**src/df1_pkg.sv**
```systemverilog
// ----------------------------------------------------------------------------
// df1_pkg: shared types, codes and microcode for the DF1 frame builder
// Holds the request/frame beat types, the byte-source and sequencer op
// codes, and the read-only microprogram that walks one frame.
// ----------------------------------------------------------------------------
package df1_pkg;

	// Request and frame beats
	typedef struct packed {
		logic [1:0]  kind;
		logic [7:0]  station;
		logic [15:0] address;
		logic [9:0]  file_num;
		logic [6:0]  word_count;
		logic [15:0] write_value;
		logic        bit_value;
	} df1_req_t;

	typedef struct packed {
		logic [7:0] tx_byte;
		logic       last_byte;
	} df1_frame_t;

	// Request kinds
	localparam logic [1:0] KIND_READ  = 2'd0;
	localparam logic [1:0] KIND_WRITE = 2'd1;
	localparam logic [1:0] KIND_BIT   = 2'd2;
	localparam logic [1:0] KIND_NONE  = 2'd3;

	// Frame bytes
	localparam logic [7:0] DLE_BYTE   = 8'h10;
	localparam logic [7:0] STX_BYTE   = 8'h02;
	localparam logic [7:0] ETX_BYTE   = 8'h03;
	localparam logic [7:0] ZERO_BYTE  = 8'h00;
	localparam logic [7:0] CMD_BYTE   = 8'h0F;
	localparam logic [7:0] FNC_READ   = 8'h01;
	localparam logic [7:0] FNC_WRITE  = 8'h00;
	localparam logic [7:0] FNC_BIT    = 8'h26;
	localparam logic [7:0] FILE_TYPE  = 8'h06;
	localparam logic [7:0] SHORT_FORM = 8'h07;
	localparam logic [7:0] LONG_MARK  = 8'hFF;

	localparam int NUM_KINDS = 3;
	localparam int PC_W      = 6;

	// Byte sources of the datapath
	typedef enum logic [4:0] {
		SRC_CONST   = 5'd0,
		SRC_STATION = 5'd1,
		SRC_TNS_LO  = 5'd2,
		SRC_TNS_HI  = 5'd3,
		SRC_ADDR_LO = 5'd4,
		SRC_ADDR_HI = 5'd5,
		SRC_END_LO  = 5'd6,
		SRC_END_HI  = 5'd7,
		SRC_FILE_LO = 5'd8,
		SRC_FILE_HI = 5'd9,
		SRC_CNT2    = 5'd10,
		SRC_VAL_LO  = 5'd11,
		SRC_VAL_HI  = 5'd12,
		SRC_WIDX_LO = 5'd13,
		SRC_WIDX_HI = 5'd14,
		SRC_AND_LO  = 5'd15,
		SRC_AND_HI  = 5'd16,
		SRC_OR_LO   = 5'd17,
		SRC_OR_HI   = 5'd18,
		SRC_CHECK   = 5'd19
	} df1_src_t;

	// Sequencer ops
	typedef enum logic [2:0] {
		OP_NEXT     = 3'd0,
		OP_DISPATCH = 3'd1,
		OP_SHORT    = 3'd2,
		OP_JUMP     = 3'd3,
		OP_END      = 3'd4
	} df1_op_t;

	// One microcode word
	typedef struct packed {
		df1_src_t         src;
		logic [7:0]       imm;
		logic             body;
		logic             last;
		df1_op_t          op;
		logic [PC_W-1:0]  target;
	} df1_uword_t;

	// Sequencer to datapath
	typedef struct packed {
		logic       emit;
		logic       dup;
		df1_src_t   src;
		logic [7:0] imm;
		logic       body;
		logic       last;
	} df1_ctrl_t;

	// Datapath to sequencer
	typedef struct packed {
		logic       out_free;
		logic       long_addr;
		logic       dle_hit;
		logic [1:0] kind;
	} df1_stat_t;

	// Program entry points
	localparam logic [PC_W-1:0] PC_READ  = 6'd8;
	localparam logic [PC_W-1:0] PC_WRITE = 6'd17;
	localparam logic [PC_W-1:0] PC_BIT   = 6'd27;
	localparam logic [PC_W-1:0] PC_SHORT = 6'd33;
	localparam logic [PC_W-1:0] PC_MASK  = 6'd37;
	localparam logic [PC_W-1:0] PC_TRAIL = 6'd41;

	function automatic df1_uword_t df1_uw(df1_src_t src, logic [7:0] imm, logic body,
			logic last, df1_op_t op, logic [PC_W-1:0] target);
		df1_uword_t w;
		w.src    = src;
		w.imm    = imm;
		w.body   = body;
		w.last   = last;
		w.op     = op;
		w.target = target;
		return w;
	endfunction

	// Microprogram: header, per-kind body, trailer
	function automatic df1_uword_t df1_urom(logic [PC_W-1:0] pc);
		df1_uword_t w;
		case (pc)
			// header
			6'd0:  w = df1_uw(SRC_CONST, DLE_BYTE, 1'b0, 1'b0, OP_NEXT, '0);
			6'd1:  w = df1_uw(SRC_CONST, STX_BYTE, 1'b0, 1'b0, OP_NEXT, '0);
			6'd2:  w = df1_uw(SRC_STATION, ZERO_BYTE, 1'b1, 1'b0, OP_NEXT, '0);
			6'd3:  w = df1_uw(SRC_CONST, ZERO_BYTE, 1'b1, 1'b0, OP_NEXT, '0);
			6'd4:  w = df1_uw(SRC_CONST, CMD_BYTE, 1'b1, 1'b0, OP_NEXT, '0);
			6'd5:  w = df1_uw(SRC_CONST, ZERO_BYTE, 1'b1, 1'b0, OP_NEXT, '0);
			6'd6:  w = df1_uw(SRC_TNS_LO, ZERO_BYTE, 1'b1, 1'b0, OP_NEXT, '0);
			6'd7:  w = df1_uw(SRC_TNS_HI, ZERO_BYTE, 1'b1, 1'b0, OP_DISPATCH, '0);
			// block read
			6'd8:  w = df1_uw(SRC_CONST, FNC_READ, 1'b1, 1'b0, OP_NEXT, '0);
			6'd9:  w = df1_uw(SRC_ADDR_LO, ZERO_BYTE, 1'b1, 1'b0, OP_NEXT, '0);
			6'd10: w = df1_uw(SRC_ADDR_HI, ZERO_BYTE, 1'b1, 1'b0, OP_NEXT, '0);
			6'd11: w = df1_uw(SRC_END_LO, ZERO_BYTE, 1'b1, 1'b0, OP_NEXT, '0);
			6'd12: w = df1_uw(SRC_END_HI, ZERO_BYTE, 1'b1, 1'b0, OP_NEXT, '0);
			6'd13: w = df1_uw(SRC_CONST, FILE_TYPE, 1'b1, 1'b0, OP_NEXT, '0);
			6'd14: w = df1_uw(SRC_FILE_LO, ZERO_BYTE, 1'b1, 1'b0, OP_NEXT, '0);
			6'd15: w = df1_uw(SRC_FILE_HI, ZERO_BYTE, 1'b1, 1'b0, OP_NEXT, '0);
			6'd16: w = df1_uw(SRC_CNT2, ZERO_BYTE, 1'b1, 1'b0, OP_JUMP, PC_TRAIL);
			// word write
			6'd17: w = df1_uw(SRC_CONST, FNC_WRITE, 1'b1, 1'b0, OP_NEXT, '0);
			6'd18: w = df1_uw(SRC_ADDR_LO, ZERO_BYTE, 1'b1, 1'b0, OP_NEXT, '0);
			6'd19: w = df1_uw(SRC_ADDR_HI, ZERO_BYTE, 1'b1, 1'b0, OP_NEXT, '0);
			6'd20: w = df1_uw(SRC_END_LO, ZERO_BYTE, 1'b1, 1'b0, OP_NEXT, '0);
			6'd21: w = df1_uw(SRC_END_HI, ZERO_BYTE, 1'b1, 1'b0, OP_NEXT, '0);
			6'd22: w = df1_uw(SRC_CONST, FILE_TYPE, 1'b1, 1'b0, OP_NEXT, '0);
			6'd23: w = df1_uw(SRC_FILE_LO, ZERO_BYTE, 1'b1, 1'b0, OP_NEXT, '0);
			6'd24: w = df1_uw(SRC_FILE_HI, ZERO_BYTE, 1'b1, 1'b0, OP_NEXT, '0);
			6'd25: w = df1_uw(SRC_VAL_LO, ZERO_BYTE, 1'b1, 1'b0, OP_NEXT, '0);
			6'd26: w = df1_uw(SRC_VAL_HI, ZERO_BYTE, 1'b1, 1'b0, OP_JUMP, PC_TRAIL);
			// bit write, long address form
			6'd27: w = df1_uw(SRC_CONST, FNC_BIT, 1'b1, 1'b0, OP_SHORT, PC_SHORT);
			6'd28: w = df1_uw(SRC_CONST, FILE_TYPE, 1'b1, 1'b0, OP_NEXT, '0);
			6'd29: w = df1_uw(SRC_FILE_LO, ZERO_BYTE, 1'b1, 1'b0, OP_NEXT, '0);
			6'd30: w = df1_uw(SRC_CONST, LONG_MARK, 1'b1, 1'b0, OP_NEXT, '0);
			6'd31: w = df1_uw(SRC_WIDX_LO, ZERO_BYTE, 1'b1, 1'b0, OP_NEXT, '0);
			6'd32: w = df1_uw(SRC_WIDX_HI, ZERO_BYTE, 1'b1, 1'b0, OP_JUMP, PC_MASK);
			// bit write, short address form
			6'd33: w = df1_uw(SRC_CONST, SHORT_FORM, 1'b1, 1'b0, OP_NEXT, '0);
			6'd34: w = df1_uw(SRC_CONST, ZERO_BYTE, 1'b1, 1'b0, OP_NEXT, '0);
			6'd35: w = df1_uw(SRC_FILE_LO, ZERO_BYTE, 1'b1, 1'b0, OP_NEXT, '0);
			6'd36: w = df1_uw(SRC_WIDX_LO, ZERO_BYTE, 1'b1, 1'b0, OP_NEXT, '0);
			// bit write masks
			6'd37: w = df1_uw(SRC_AND_LO, ZERO_BYTE, 1'b1, 1'b0, OP_NEXT, '0);
			6'd38: w = df1_uw(SRC_AND_HI, ZERO_BYTE, 1'b1, 1'b0, OP_NEXT, '0);
			6'd39: w = df1_uw(SRC_OR_LO, ZERO_BYTE, 1'b1, 1'b0, OP_NEXT, '0);
			6'd40: w = df1_uw(SRC_OR_HI, ZERO_BYTE, 1'b1, 1'b0, OP_NEXT, '0);
			// trailer
			6'd41: w = df1_uw(SRC_CONST, DLE_BYTE, 1'b0, 1'b0, OP_NEXT, '0);
			6'd42: w = df1_uw(SRC_CONST, ETX_BYTE, 1'b0, 1'b0, OP_NEXT, '0);
			6'd43: w = df1_uw(SRC_CHECK, ZERO_BYTE, 1'b0, 1'b1, OP_END, '0);
			default: w = df1_uw(SRC_CHECK, ZERO_BYTE, 1'b0, 1'b1, OP_END, '0);
		endcase
		return w;
	endfunction

endpackage

```
**src/df1_seq.sv**
```systemverilog
// ----------------------------------------------------------------------------
// df1_seq: microcode sequencer
// Step counter over the microprogram ROM; inserts the doubled DLE copy and
// takes the kind dispatch and address-form branch.
// ----------------------------------------------------------------------------
module df1_seq (
	input  logic                clk,
	input  logic                arst_n,
	input  logic                start,
	input  df1_pkg::df1_stat_t  stat,
	output logic                busy,
	output df1_pkg::df1_ctrl_t  ctrl
);

	logic                     busy_q;
	logic                     dup_q;
	logic [df1_pkg::PC_W-1:0] pc_q;
	df1_pkg::df1_uword_t      uw;
	logic                     step;
	logic [df1_pkg::PC_W-1:0] entry;

	assign uw   = df1_pkg::df1_urom(pc_q);
	assign step = busy_q && stat.out_free;
	assign busy = busy_q;

	// Pick the body entry for the latched kind
	always_comb begin
		case (stat.kind)
			df1_pkg::KIND_READ:  entry = df1_pkg::PC_READ;
			df1_pkg::KIND_WRITE: entry = df1_pkg::PC_WRITE;
			default:             entry = df1_pkg::PC_BIT;
		endcase
	end

	// Drive the datapath from the current word
	always_comb begin
		ctrl.emit = step;
		ctrl.dup  = dup_q;
		ctrl.src  = uw.src;
		ctrl.imm  = uw.imm;
		ctrl.body = uw.body;
		ctrl.last = uw.last;
	end

	// Advance the step counter, hold it while a DLE copy goes out
	always_ff @(posedge clk or negedge arst_n) begin
		if (!arst_n) begin
			busy_q <= 1'b0;
			dup_q  <= 1'b0;
			pc_q   <= '0;
		end else if (start) begin
			busy_q <= 1'b1;
			dup_q  <= 1'b0;
			pc_q   <= '0;
		end else if (step) begin
			if (dup_q) begin
				dup_q <= 1'b0;
			end else begin
				dup_q <= uw.body && stat.dle_hit;
				case (uw.op)
					df1_pkg::OP_NEXT:     pc_q <= pc_q + 1'b1;
					df1_pkg::OP_DISPATCH: pc_q <= entry;
					df1_pkg::OP_SHORT:    pc_q <= stat.long_addr ? pc_q + 1'b1 : uw.target;
					df1_pkg::OP_JUMP:     pc_q <= uw.target;
					df1_pkg::OP_END:      busy_q <= 1'b0;
					default:              pc_q <= pc_q + 1'b1;
				endcase
			end
		end
	end

endmodule

```
**src/df1_dp.sv**
```systemverilog
// ----------------------------------------------------------------------------
// df1_dp: frame datapath
// Request registers, per-kind transaction counters, byte source mux,
// block check sum and the output beat register.
// ----------------------------------------------------------------------------
module df1_dp (
	input  logic                clk,
	input  logic                arst_n,
	input  logic                load,
	input  df1_pkg::df1_req_t   req,
	input  df1_pkg::df1_ctrl_t  ctrl,
	output df1_pkg::df1_stat_t  stat,
	input  logic                frame_stall,
	output logic                frame_valid,
	output df1_pkg::df1_frame_t frame
);

	df1_pkg::df1_req_t   req_q;
	logic [15:0]         tns_q;
	logic [15:0]         end_q;
	logic [15:0]         cnt_q [df1_pkg::NUM_KINDS];
	logic [7:0]          sum_q;
	logic                out_valid_q;
	df1_pkg::df1_frame_t out_q;

	logic [7:0]  sel_byte;
	logic [11:0] widx;
	logic [15:0] bit_mask;
	logic [15:0] keep_mask;
	logic [15:0] or_mask;
	logic [15:0] cnt_next;

	assign widx      = req_q.address[15:4];
	assign bit_mask  = 16'd1 << req_q.address[3:0];
	assign keep_mask = req_q.bit_value ? 16'hFFFF : ~bit_mask;
	assign or_mask   = req_q.bit_value ? bit_mask : 16'h0000;
	assign cnt_next  = cnt_q[req.kind] + 16'd1;

	// Select the frame byte for this step
	always_comb begin
		case (ctrl.src)
			df1_pkg::SRC_CONST:   sel_byte = ctrl.imm;
			df1_pkg::SRC_STATION: sel_byte = req_q.station;
			df1_pkg::SRC_TNS_LO:  sel_byte = tns_q[7:0];
			df1_pkg::SRC_TNS_HI:  sel_byte = tns_q[15:8];
			df1_pkg::SRC_ADDR_LO: sel_byte = req_q.address[7:0];
			df1_pkg::SRC_ADDR_HI: sel_byte = req_q.address[15:8];
			df1_pkg::SRC_END_LO:  sel_byte = end_q[7:0];
			df1_pkg::SRC_END_HI:  sel_byte = end_q[15:8];
			df1_pkg::SRC_FILE_LO: sel_byte = req_q.file_num[7:0];
			df1_pkg::SRC_FILE_HI: sel_byte = {6'd0, req_q.file_num[9:8]};
			df1_pkg::SRC_CNT2:    sel_byte = {req_q.word_count, 1'b0};
			df1_pkg::SRC_VAL_LO:  sel_byte = req_q.write_value[7:0];
			df1_pkg::SRC_VAL_HI:  sel_byte = req_q.write_value[15:8];
			df1_pkg::SRC_WIDX_LO: sel_byte = widx[7:0];
			df1_pkg::SRC_WIDX_HI: sel_byte = {4'd0, widx[11:8]};
			df1_pkg::SRC_AND_LO:  sel_byte = keep_mask[7:0];
			df1_pkg::SRC_AND_HI:  sel_byte = keep_mask[15:8];
			df1_pkg::SRC_OR_LO:   sel_byte = or_mask[7:0];
			df1_pkg::SRC_OR_HI:   sel_byte = or_mask[15:8];
			df1_pkg::SRC_CHECK:   sel_byte = 8'd0 - sum_q;
			default:              sel_byte = ctrl.imm;
		endcase
	end

	always_comb begin
		stat.out_free  = !out_valid_q || !frame_stall;
		stat.long_addr = |widx[11:8];
		stat.dle_hit   = (sel_byte == df1_pkg::DLE_BYTE);
		stat.kind      = req_q.kind;
	end

	// Latch the request and bump its transaction counter
	always_ff @(posedge clk or negedge arst_n) begin
		if (!arst_n) begin
			for (int i = 0; i < df1_pkg::NUM_KINDS; i++) begin
				cnt_q[i] <= '0;
			end
		end else if (load && req.kind != df1_pkg::KIND_NONE) begin
			cnt_q[req.kind] <= cnt_next;
		end
	end

	always_ff @(posedge clk) begin
		if (load) begin
			req_q <= req;
			tns_q <= cnt_next;
			if (req.kind == df1_pkg::KIND_READ) begin
				end_q <= req.address + {9'd0, req.word_count};
			end else begin
				end_q <= req.address + 16'd1;
			end
		end
	end

	// Accumulate the check sum over the body-flagged bytes (station onward), once each
	always_ff @(posedge clk or negedge arst_n) begin
		if (!arst_n) begin
			sum_q <= '0;
		end else if (load) begin
			sum_q <= '0;
		end else if (ctrl.emit && !ctrl.dup && ctrl.body) begin
			sum_q <= sum_q + sel_byte;
		end
	end

	// Output beat register
	always_ff @(posedge clk or negedge arst_n) begin
		if (!arst_n) begin
			out_valid_q <= 1'b0;
		end else if (ctrl.emit) begin
			out_valid_q <= 1'b1;
		end else if (!frame_stall) begin
			out_valid_q <= 1'b0;
		end
	end

	always_ff @(posedge clk) begin
		if (ctrl.emit) begin
			out_q.tx_byte   <= ctrl.dup ? df1_pkg::DLE_BYTE : sel_byte;
			out_q.last_byte <= ctrl.dup ? 1'b0 : ctrl.last;
		end
	end

	assign frame_valid = out_valid_q;
	assign frame       = out_q;

endmodule

```
**src/df1_command_frame_builder.sv**
```systemverilog
// ----------------------------------------------------------------------------
// df1_command_frame_builder: DF1 command frame builder with block check
// Turns one read, word write or bit write request into its serial frame,
// one byte per beat, ending in the block check byte.
// ----------------------------------------------------------------------------
// The first byte follows the request via the step counter and output register.
// One frame byte per cycle while the output is not stalled; a frame has 20
// bytes or more, and the next request waits until the check byte is issued.
// A request of unused kind 3 is accepted and produces no frame.
// Reset clears the transaction counters, sequencer and output valid.
module df1_command_frame_builder (
	input  logic                clk,
	input  logic                arst_n,
	input  logic                req_valid,
	output logic                req_stall,
	input  df1_pkg::df1_req_t   req,
	output logic                frame_valid,
	input  logic                frame_stall,
	output df1_pkg::df1_frame_t frame
);

	logic               busy;
	logic               accept;
	logic               start;
	df1_pkg::df1_ctrl_t ctrl;
	df1_pkg::df1_stat_t stat;

	// Take a request only while no frame is in progress
	assign req_stall = busy;
	assign accept    = req_valid && !busy;
	assign start     = accept && (req.kind != df1_pkg::KIND_NONE);

	df1_seq u_seq (
		.clk    (clk),
		.arst_n (arst_n),
		.start  (start),
		.stat   (stat),
		.busy   (busy),
		.ctrl   (ctrl)
	);

	df1_dp u_dp (
		.clk         (clk),
		.arst_n      (arst_n),
		.load        (accept),
		.req         (req),
		.ctrl        (ctrl),
		.stat        (stat),
		.frame_stall (frame_stall),
		.frame_valid (frame_valid),
		.frame       (frame)
	);

endmodule

```
**config.mk**
```make
export PLATFORM = sky130hd
export DESIGN_NAME = df1_command_frame_builder
export DESIGN_NICKNAME = d
export VERILOG_FILES = /design/src/df1_pkg.sv /design/src/df1_seq.sv /design/src/df1_dp.sv /design/src/df1_command_frame_builder.sv
export SDC_FILE = /design/constraint.sdc
export NUM_CORES = 1
export LEC_CHECK = 0
export CAP_MARGIN = 20
export CORE_ASPECT_RATIO = 0.6
export CORE_MARGIN = 2
export CORE_UTILIZATION = 40
export DETAILED_ROUTE_END_ITERATION = 8
export DONT_BUFFER_PORTS = 1
export PLACE_DENSITY = 0.59
export REMOVE_ABC_BUFFERS = 1
export SETUP_SLACK_MARGIN = 0.15
export SKIP_LAST_GASP = 1
export SLEW_MARGIN = 25
export SYNTH_ARGS = -nofsm -noshare
export SYNTH_HDL_FRONTEND = slang
export SYNTH_SLANG_ARGS = --single-unit
```
**constraint.sdc**
```tcl
create_clock -name clk -period 6.2 [get_ports clk]
set_input_delay 0.31 -clock clk [delete_from_list [all_inputs] [get_ports clk]]
set_output_delay 0.31 -clock clk [all_outputs]
set_load 0.005 [all_outputs]
```
-- Word-level counts from Yosys, hierarchy flattened
Memories as Yosys holds them, arrays and structs flattened.
Cells that the tools add are included.
- reductions and logical operators: 20
- bitwise logic cells: 2
- shift-type cells: 1
- $add $sub $neg: 6
- mux-type cells: 27
- equal/unequal tests: 29
- order comparisons: 2
- operators with widths (cell ; number):
    $pmux W8 S19 ; 1
    $mux W16 ; 6
    $bwmux W48 ; 1
    $eq A5 B4 Y1 const B ; 8
    $add A16 B1 Y16 const B ; 2
    $bmux W16 S2 ; 1
    $demux W16 S2 ; 1
    $mux W6 ; 4
    $pmux W6 S4 ; 1
    $eq A5 B3 Y1 const B ; 4
    $eq A5 B5 Y1 const B ; 4
    $add A16 B7 Y16 ; 1
    $mux W8 ; 2
    $not A16 Y16 ; 1
    $shl A1 B4 Y16 const A ; 1
    $eq A5 B2 Y1 const B ; 2
    $pmux W5 S2 ; 1
    $mux W1 ; 9
    $add A8 B8 Y8 ; 1
    $eq A8 B5 Y1 const B ; 1
    $sub A1 B8 Y8 const A ; 1
    $logic_and A1 B1 Y1 ; 7
    $add A6 B1 Y6 const B ; 1
    $eq A3 B2 Y1 const B ; 2
    15 further kinds ; 24
- register bits after elaboration: 166
- memories kept: 1
- output and inout port bits: 11
- bits in read-only memories: 1408
- memory list (name ; words ; width ; read ports ; clocked after Yosys merged registers in ; wr ports ; line ; text):
    (name not given) ; 64 ; 22 ; 1 ; 0 ; 0 ; df1_pkg.sv:130 ; case (pc)

-- Depth between registers and ports, before layout
Gate-level depths: netlist of the first run.
- depth in word-level cells: 9
- gate-level depth with buffers: 26
- gate-level depth less buffers: 22

-- Cells and area by module
From an unflattened synthesis of the first run, not the netlist that was laid out.
- cells, all modules: 935
- area, all modules: 9587.9 µm²
- by module, submodules not included (module ; cells an instance ; times used ; area each (µm²) ; sequential area each (µm²)):
    df1_dp ; 750 ; 1 ; 8214.1 ; 4459.3
    df1_seq ; 183 ; 1 ; 1348.8 ; 200.2
    df1_command_frame_builder ; 2 ; 1 ; 25.0 ; 0.0

-- Least setup slack after synthesis of the first run
OpenSTA, ideal clock, no wires.
- path type: register to register
- start: register u_seq.pc_q[2] (netlist name)
- end: register u_dp.sum_q[7]
- setup slack: 1.511 ns
- period minus slack after synthesis: 4.689 ns
- setup time: 0.130 ns
- arrival: 4.560 ns
- stages on the path, launching flop included: 24
- data required time: 6.070 ns
- path buffers: 4
- cell sequence: dfrtp_1 -> buf_6 -> buf_12 -> clkbuf_1 -> inv_1 -> ha_1 -> a21oi_1 -> o41a_4 -> and2_4 -> buf_2 -> a22o_1 -> a31oi_1 -> nand4_1 -> o32ai_1 -> inv_1 -> ha_1 -> a21oi_1 -> o21bai_1 -> a21oi_1 -> o21bai_1 -> a21oi_1 -> xor2_1 -> o211ai_1 -> o31ai_1
- cells in the longest elaborated chain, start to end: 6
- ends and longest elaborated chain (item ; line ; text):
    from (decl) ; df1_seq.sv:17 ; logic [df1_pkg::PC_W-1:0] pc_q;
    from (signal assigned) ; df1_seq.sv:61 ; df1_pkg::OP_NEXT: pc_q <= pc_q + 1'b1;
    from (signal assigned) ; df1_seq.sv:62 ; df1_pkg::OP_DISPATCH: pc_q <= entry;
    from (signal assigned) ; df1_seq.sv:63 ; df1_pkg::OP_SHORT: pc_q <= stat.long_addr ? pc_q + 1'b1 : uw.target;
    $mem_v2 Z64 W22 * ; n/a ;
    $eq A5 B5 Y1, or another cell as far along ; df1_dp.sv:41 ; case (ctrl.src)
    $pmux W8 S19 * ; df1_dp.sv:41 ;
    net u_dp.sel_byte[2] ; df1_dp.sv:26 ; logic [7:0] sel_byte;
    $add A8 B8 Y8 * ; df1_dp.sv:103 ; sum_q <= sum_q + sel_byte;
    $mux W8 * ; df1_dp.sv:102 ; end else if (ctrl.emit && !ctrl.dup && ctrl.body) begin
    $mux W8 * ; df1_dp.sv:100 ; end else if (load) begin
    to (signal assigned) ; df1_dp.sv:103 ;
    to (decl) ; df1_dp.sv:22 ; logic [7:0] sum_q;
Mark *: on every way through the listed nets, which the timed path passes. The rest lies on a longest branch. The select of a mux whose other input is x is not followed.
A chain may end at the register's enable or synchronous reset.

-- Worst setup path in the final report of the first run
Ends and elaborated chain as after synthesis.

==> summary.txt, run 1 <==
Status
  • Outcome: finished, final reports clean

Layout
  • # nets final: 1097
  • Finished Cell Area: 11120 µm²
  • P&R area growth vs syn: 16.50%
  • Most frequent cells in the layout: nand2_1 (123), edfxtp_1 (101), o21ai_0 (70)
  • Fraction of final layout cells with drive strength greater than 1: 7.980%
  • Register area: 4659 µm²
  • Multi-input logic area: 4436 µm²
  • Most common cell after layout, fill and taps aside: nand2_1
  • Fillers: 2183

Logic synthesis
  • Mean Syn Cell Area: 10.08 µm²
  • Post-synth EDFFs: 101
  • Ys async rst share: 39.16%
  • Synthesized instance count: 947
  • Synth unique cells: 87
  • Synthesized area: 9542 µm²
  • Synth warn: 0
  • Synth Register Bits: 166
  • Synth Flop Type: edfxtp_1
  • Seq/Total Area, Yosys: 48.83%

GRT
  • Global-route wire length before repair: 43780 µm
  • Grt total ovfl: 0
  • GR Util All Layers: 23.65%
  • Vias in the first global route: 7280
  • Initial antenna violation count: 1
  • Largest net degree at the start of global routing: 74

Run
  • Max Cap Viol: 0

Placement
  • GP Congestion: 0.9960
  • Post-placement cell area: 9846 µm²
  • Port Buffers: 0
  • Hpwl dp: 20920 µm

Clock network
  • Worst-path clk slew: 0.07 ns
  • Clock Path Buffers: 2
  • Clk sinks: 166
  • CTS tree: yes
  • Maximum level of the CTS H-tree: 4
  • CTS Buf Count: 17
  • Clk_lat worst skew: 0.45 ns
  • CTS root buf: clkbuf_16
  • Setup Buffers After CTS: 0

Floorplanning
  • Row count: 43
  • Ports: 75
  • Chip height: 123.6 µm
  • Die Wd: 203.4 µm
  • Placeable Area: 23240 µm²
  • Starting Density: 41.05%
  • Die area: 25150 µm²

Route
  • Post-DR wirelength/cell: 21.36 µm
  • Antenna-violating nets left: 0
  • First-pass iteration count of the detailed router: 5
  • DRC violations left: 0
  • Routed WL: 28430 µm
  • Via total after detailed routing: 7615
  • DR iter-0 viols: 778
  • DR vias/cell: 5.721

Setup path
  • CP Cell Sequence: inv_1 > ha_1 > a21oi_1 > o41ai_2 > nand4_1 > nor2_1 > o21ai_0 > nand4_1 > o32a_1 > ha_1 > a21o_1 > a21oi_1 > o21bai_1 > a21oi_1 > o21bai_1 > a21oi_1 > xor2_1 > o211ai_1 > o31ai_1
  • Crit path max-delay cell type: dfrtp_1
  • Top cell by count, worst path: a21oi_1
  • Worst Setup Path Type: reg2reg
  • Startpoint types: register
  • Worst Path Arrival: 5.98 ns
  • CP endpoint kind: register
  • CP Max Fanout: 22
  • Critical Path Max Stage Delay: 0.85 ns
  • Worst EP required: 6.55 ns

Power and ir drop
  • Sw Share: 44.83%
  • Switch Pwr: 2.584 mW
  • Seq pwr share: 28.1%
  • P_leak: 4.428 nW
  • Clock power frac: 19.4%
  • P_int: 3.181 mW
  • Combinational fraction of design power: 52.6%
  • Worst vdd ir: 0.2897 mV
  • Pwr per Cell Area: 518.6 nW/µm²

Hold path
  • HP Class: in2reg

Timing
  • Slew Limit Fails: 0
  • Final min period: 5.632 ns
  • Setup tns final: 0 ns
  • Setup violations, final: 0
  • Final hold vios: 0
  • Final Skew: 0.01329 ns
  • Rel. slew slack: 36.44%
  • Maximum clock rate: 177.5 MHz
  • Worst-Margin Slew: 0.9534 ns
  • Tcrit/Tclk final: 90.85%
  • RSZ-0062 raised after global routing: no
-- routing by layer --
metal  up-vias  share of wire, %  track usage, %
met5         -                 0               0
met4         0              0.98           5.155
met3        24                10           7.902
met2       347                39           30.93
met1      3662                50           36.88
li1       3582                 -               -
-- power by group through the flow --
stage,sequential [mW],combinational [mW],clock [mW]
floorplan,1.59,1.97,0
global placement,1.63,2.87,0
detailed placement,1.64,2.85,0
CTS,1.61,2.92,1.14
global route,1.64,3.29,1.18
finish,1.62,3.03,1.12
-- timing repair --
item                                    in CTS  in global routing
endpoints found under the setup margin       0                  1
gates resized for setup                      0                  1
hold endpoints to repair                   125                  0
hold buffers                                62                  0
-- critical path, delay by kind of cell (launching register included) --
kind            cells  cell delay, ns
compound gates     12            2.51
buf+inv             1            0.26
simple gates        3            1.10
xor+xnor            1            0.20
flops               1            0.85
fa+ha+maj           2            0.60
-- logic make-up (layout without fill, tap and decap cells) --
logic type      after synthesis  after routing  synth area share [%]
compound gates              242            242                 17.58
xor+xnor                     43             43                 3.947
fa+ha+maj                    31             31                 4.222
buf+inv                     101            169                 4.825
flops                       166            166                 48.83
mux                          36             36                 3.947
other cells                   0              1                     0
simple gates                328            328                 16.64
-- cell usage after synthesis, types with 6 or more instances --
cell type  instances  area share [%]
nand2_1          123             4.8
edfxtp_1         101              32
o21ai_0           70             3.7
dfrtp_1           65              17
inv_1             52             2.0
nor2_1            52             2.0
a21oi_1           46             2.4
nand3_1           38             2.0
ha_1              29             3.8
mux2i_1           29             3.0
clkbuf_1          26             1.0
xnor2_1           24             2.2
xor2_1            19             1.7
nand4_1           18             1.2
nor3_1            18            0.94
and2_1            13            0.85
nand2b_1          13            0.85
nor2b_1           12            0.79
a22oi_1           10            0.79
a31oi_1           10            0.66
buf_2              9            0.47
o211ai_1           9            0.71
a21o_1             7            0.55
o22ai_1            7            0.46
a2bb2oi_1          6            0.55
and3_1             6            0.39
buf_6              6            0.71
o21bai_1           6            0.47
o32ai_1            6            0.55
-- final timing paths --
path / startpoint / endpoint / slack, ns / cells after the start
worst max-delay path: u_seq.pc_q[2]$_DFFE_PN0P_ / u_dp.sum_q[7]$_DFFE_PN0P_ / 0.57 / 19
worst min-delay path: req[41] / u_dp.end_q[7]$_DFFE_PP_ / 0.05 / 1
worst max register to register: u_seq.pc_q[2]$_DFFE_PN0P_ / u_dp.sum_q[7]$_DFFE_PN0P_ / 0.57 / 19
worst min register to register: u_dp.cnt_q[38]$_DFFE_PN0P_ / u_dp.cnt_q[38]$_DFFE_PN0P_ / 0.48 / 2
max in group asynchronous: arst_n / u_dp.cnt_q[15]$_DFFE_PN0P_ / 5.50 / 2
min in group asynchronous: arst_n / u_seq.pc_q[3]$_DFFE_PN0P_ / 0.42 / 2
-- layout make-up --
| class | instances | share of cell area, % |
|---|---|---|
| timing repair buffer | 84 | 7.305 |
| antenna | 1 | 0.02251 |
| clock inverter | 12 | 1.475 |
| tap | 315 | 3.546 |
| clock buffer | 20 | 4.018 |
| multi-input combinational | 680 | 39.90 |
| inverter | 53 | 1.812 |
| sequential | 166 | 41.92 |
-- per-stage QoR --
step / util, % / std cells / hold slack, ns / power [mW] / setup slack, ns
after floorplan: - / 899 / 0.01441 / 3.562 / 1.130
after global placement: 42.25 / 1233 / 0.01852 / 4.501 / 0.7712
after detailed placement: 42.36 / 1235 / 0.01873 / 4.486 / 0.6718
after CTS: 47.73 / 1329 / 0.03583 / 5.667 / 0.6377
after global routing: 47.83 / 1331 / 0.04121 / 6.106 / 0.2266
final: 47.83 / 1331 / 0.05101 / 5.765 / 0.5676
-- sequential cells by signal, indices dropped and copies added (netlist names), 2 cells and up --
name	flops
u_dp.sum_q	8
u_dp.tns_q	16
u_dp.req_q	58
u_dp.end_q	16
u_dp.cnt_q	48
u_dp.frame	9
u_dp.stat	2
u_seq.pc_q	6
No activity file was read; power rests on OpenSTA's default activity.
==> run 2: changes to the inputs <==
- MAX_ROUTING_LAYER: default -> met4
- RECOVER_POWER: default -> 25
==> run 2 against run 1 <==
  * The flow now finishes with violations (max-capacitance violations, max-slew violations)
  * Global-route usage grew 2.0 points
  * Highest routed layer unchanged
  * Clock skew shrank 0.0027 ns
  * Worst setup slack gained 0.064 ns
  * Routed wire length grew 4.0%
  * Cell count grew 0.45%
  * Worst hold slack lost 0.0067 ns
  * Utilization is essentially flat
  * Flip-flop and latch count is the same
  * Clock power shrank 4%
  * Clock-buffer cell count shrank 3
==> summary.txt, run 2 (synthesized netlist as in run 1, its figures left out) <==
GRT
  • GR Util All Layers: 25.63% (+2.0 points)
  • Largest net degree at the start of global routing: 66 (-11%)
  • Grt total ovfl: 0 (unchanged)
  • Initial antenna violation count: 2 (+1)
  • Global-route wire length before repair: 45860 µm (+4.8%)
  • Vias in the first global route: 7468 (+2.6%)

Clock network
  • Clk sinks: 166 (unchanged)
  • Setup Buffers After CTS: 0 (unchanged)
  • Clock Path Buffers: 2 (unchanged)
  • Clk_lat worst skew: 0.45 ns (about the same)
  • Post_cts resized: 0 (unchanged)
  • Maximum level of the CTS H-tree: 4 (unchanged)
  • Worst-path clk slew: 0.06 ns (about the same)
  • CTS Buf Count: 17 (unchanged)
  • CTS root buf: clkbuf_16
  • CTS tree: yes

Timing
  • Final Skew: 0.01057 ns (-0.002722 ns)
  • Rel. slew slack: -142.4% (-180 points)
  • Worst-Margin Slew: 3.636 ns (+2.683 ns)
  • Final min period: 5.568 ns (-0.06415 ns)
  • Setup violations, final: 0 (unchanged)
  • Post-route worst setup slack: 0.6317 ns (+0.06415 ns)
  • RSZ-0062 raised after global routing: no
  • Slew Limit Fails: 66 (+66)
  • Hold WS: 0.04428 ns (-0.006724 ns)
  • Final hold vios: 0 (unchanged)
  • Tcrit/Tclk final: 89.81% (-1.0 points)
  • Maximum clock rate: 179.6 MHz (+1.2%)
  • Setup tns final: 0 ns (unchanged)

Route
  • Post-DR wirelength/cell: 22.12 µm (+3.6%)
  • Antenna-violating nets left: 0 (unchanged)
  • Via total after detailed routing: 7717 (+1.3%)
  • DR vias/cell: 5.772 (+0.88%)
  • DR iter-0 viols: 797 (+2.4%)
  • DRC violations left: 0 (unchanged)
  • Routed WL: 29570 µm (+4.0%)
  • First-pass iteration count of the detailed router: 7 (+2)

Setup path
  • Reg2reg setup slack: 0.63 ns (+0.06 ns)
  • CP endpoint kind: register
  • CP Max Fanout: 19 (-14%)
  • Worst Path Arrival: 5.87 ns (-0.11 ns)
  • Startpoint types: register
  • Worst EP required: 6.51 ns (-0.04 ns)
  • Worst Setup Path Type: reg2reg

Floorplanning
  • Die area: 25150 µm² (unchanged)
  • Starting Density: 41.05% (unchanged)
  • Chip height: 123.6 µm (unchanged)
  • Ports: 75 (unchanged)
  • Placeable Area: 23240 µm² (unchanged)
  • Die Wd: 203.4 µm (unchanged)
  • Row count: 43 (unchanged)

Layout
  • P&R area growth vs syn: 16.46% (about the same)
  • Fraction of final layout cells with drive strength greater than 1: 8.333% (+0.35 points)
  • Max FFs per register: 58 (unchanged)
  • Most common cell after layout, fill and taps aside: nand2_1
  • Biggest regs: u_dp.req_q: 58 flops, u_dp.cnt_q: 48 flops
  • # nets final: 1102 (+0.46%)
  • Top reg by flops: u_dp.req_q
  • Most frequent cells in the layout: nand2_1 (123), edfxtp_1 (101), o21ai_0 (70)

Power and ir drop
  • Worst vdd ir: 0.3552 mV (+23%)
  • Pwr per Cell Area: 521.0 nW/µm² (+0.46%)
  • P_leak: 4.423 nW (about the same)

Placement
  • Hpwl dp: 21470 µm (+2.6%)
  • Port Buffers: 0 (unchanged)
  • GP Congestion: 0.9943 (-0.17%)
  • Pre-CTS setup slack: 0.7327 ns (+0.06088 ns)

Status
  • Failing checks: max-capacitance violations, max-slew violations
  • Outcome: finished, violations left

Run
  • Max Cap Viol: 1 (+1)

Hold path
  • HP Class: in2reg
-- run 2: cell types whose count changed in the layout (fill, tap and decap cells not counted), moves of 2 or more --
| cell | previous run | this run |
|---|---|---|
| buf_4 | 19 | 26 |
| clkinv_4 | 1 | 3 |
| clkinv_8 | 0 | 2 |
| inv_6 | 3 | 1 |
-- run 2: stage by stage --
step,instances,cell area (µm²),total power [mW],utilization [%]
2_1_floorplan,899,9280,3.562,-
3_3_place_gp,1238,9857,4.583,42.41
3_5_place_dp,1240,9876,4.557,42.49
4_1_cts,1334,11120,5.710,47.83
5_1_grt,1337,11110,6.179,47.81
6_report,1337,11110,5.789,47.81
-- run 2: path summary, 6_finish.rpt --
| kind | startpoint | end | cells past startpoint |
|---|---|---|---|
| max in group asynchronous | arst_n | u_dp.cnt_q[31]$_DFFE_PN0P_ | 2 |
| hold / removal | frame_stall | u_dp.frame_valid$_DFFE_PN0P_ | 2 |
| hold reg to reg | u_dp.cnt_q[39]$_DFFE_PN0P_ | u_dp.cnt_q[39]$_DFFE_PN0P_ | 2 |
| setup reg to reg | u_seq.pc_q[1]$_DFFE_PN0P_ | u_dp.sum_q[7]$_DFFE_PN0P_ | 21 |
| min in group asynchronous | arst_n | u_dp.sum_q[5]$_DFFE_PN0P_ | 2 |
| setup / recovery | u_seq.pc_q[1]$_DFFE_PN0P_ | u_dp.sum_q[7]$_DFFE_PN0P_ | 21 |
-- run 2: cell type report --
class	count	area, µm²
Fill cell	2214	12130
Sequential cell	166	4659
Multi-Input combinational cell	680	4428
Inverter	53	201.4
Antenna cell	2	5.005
Clock buffer	17	425.4
Clock inverter	15	177.7
Timing Repair Buffer	89	820.8
Tap cell	315	394.1
-- run 2: what timing repair did --
action | 4_1_cts | 5_1_grt
hold buffers | 62 | 0
endpoints found under the hold margin | 125 | 0
setup endpoints to repair | 0 | 0
-- run 2: metal layers --
| metal | vias up | routed length, µm | global-route usage [%] |
|---|---|---|---|
| li1 | 3601 | - | - |
| met1 | 3740 | 14500 | 37.21 |
| met2 | 343 | 11700 | 33.62 |
| met3 | 33 | 2996 | 9.027 |
| met4 | 0 | 371 | 6.159 |
| met5 | - | 0 | - |
-- run 2: report_power, final --
part	leakage, nW	switching (mW)	internal [mW]
logic	2.33	1.96	1.13
clock network	0.288	0.478	0.603
registers	1.80	0.196	1.43
total	4.42	2.63	3.16
-- run 2: critical path, cell delays in order (launching register included) --
cell	delay, ns
dfrtp_1	0.61
ha_1	0.48
inv_1	0.13
ha_1	0.22
nand2b_1	0.22
o211ai_1	0.30
o41a_1	0.39
buf_4	0.32
a311oi_1	0.13
a2111o_1	0.42
o32ai_1	0.53
inv_1	0.10
ha_1	0.22
a21o_1	0.16
a21oi_1	0.22
o21bai_1	0.10
a21oi_1	0.24
o21bai_1	0.09
a21oi_1	0.17
xor2_1	0.10
o211ai_1	0.18
o31ai_1	0.09
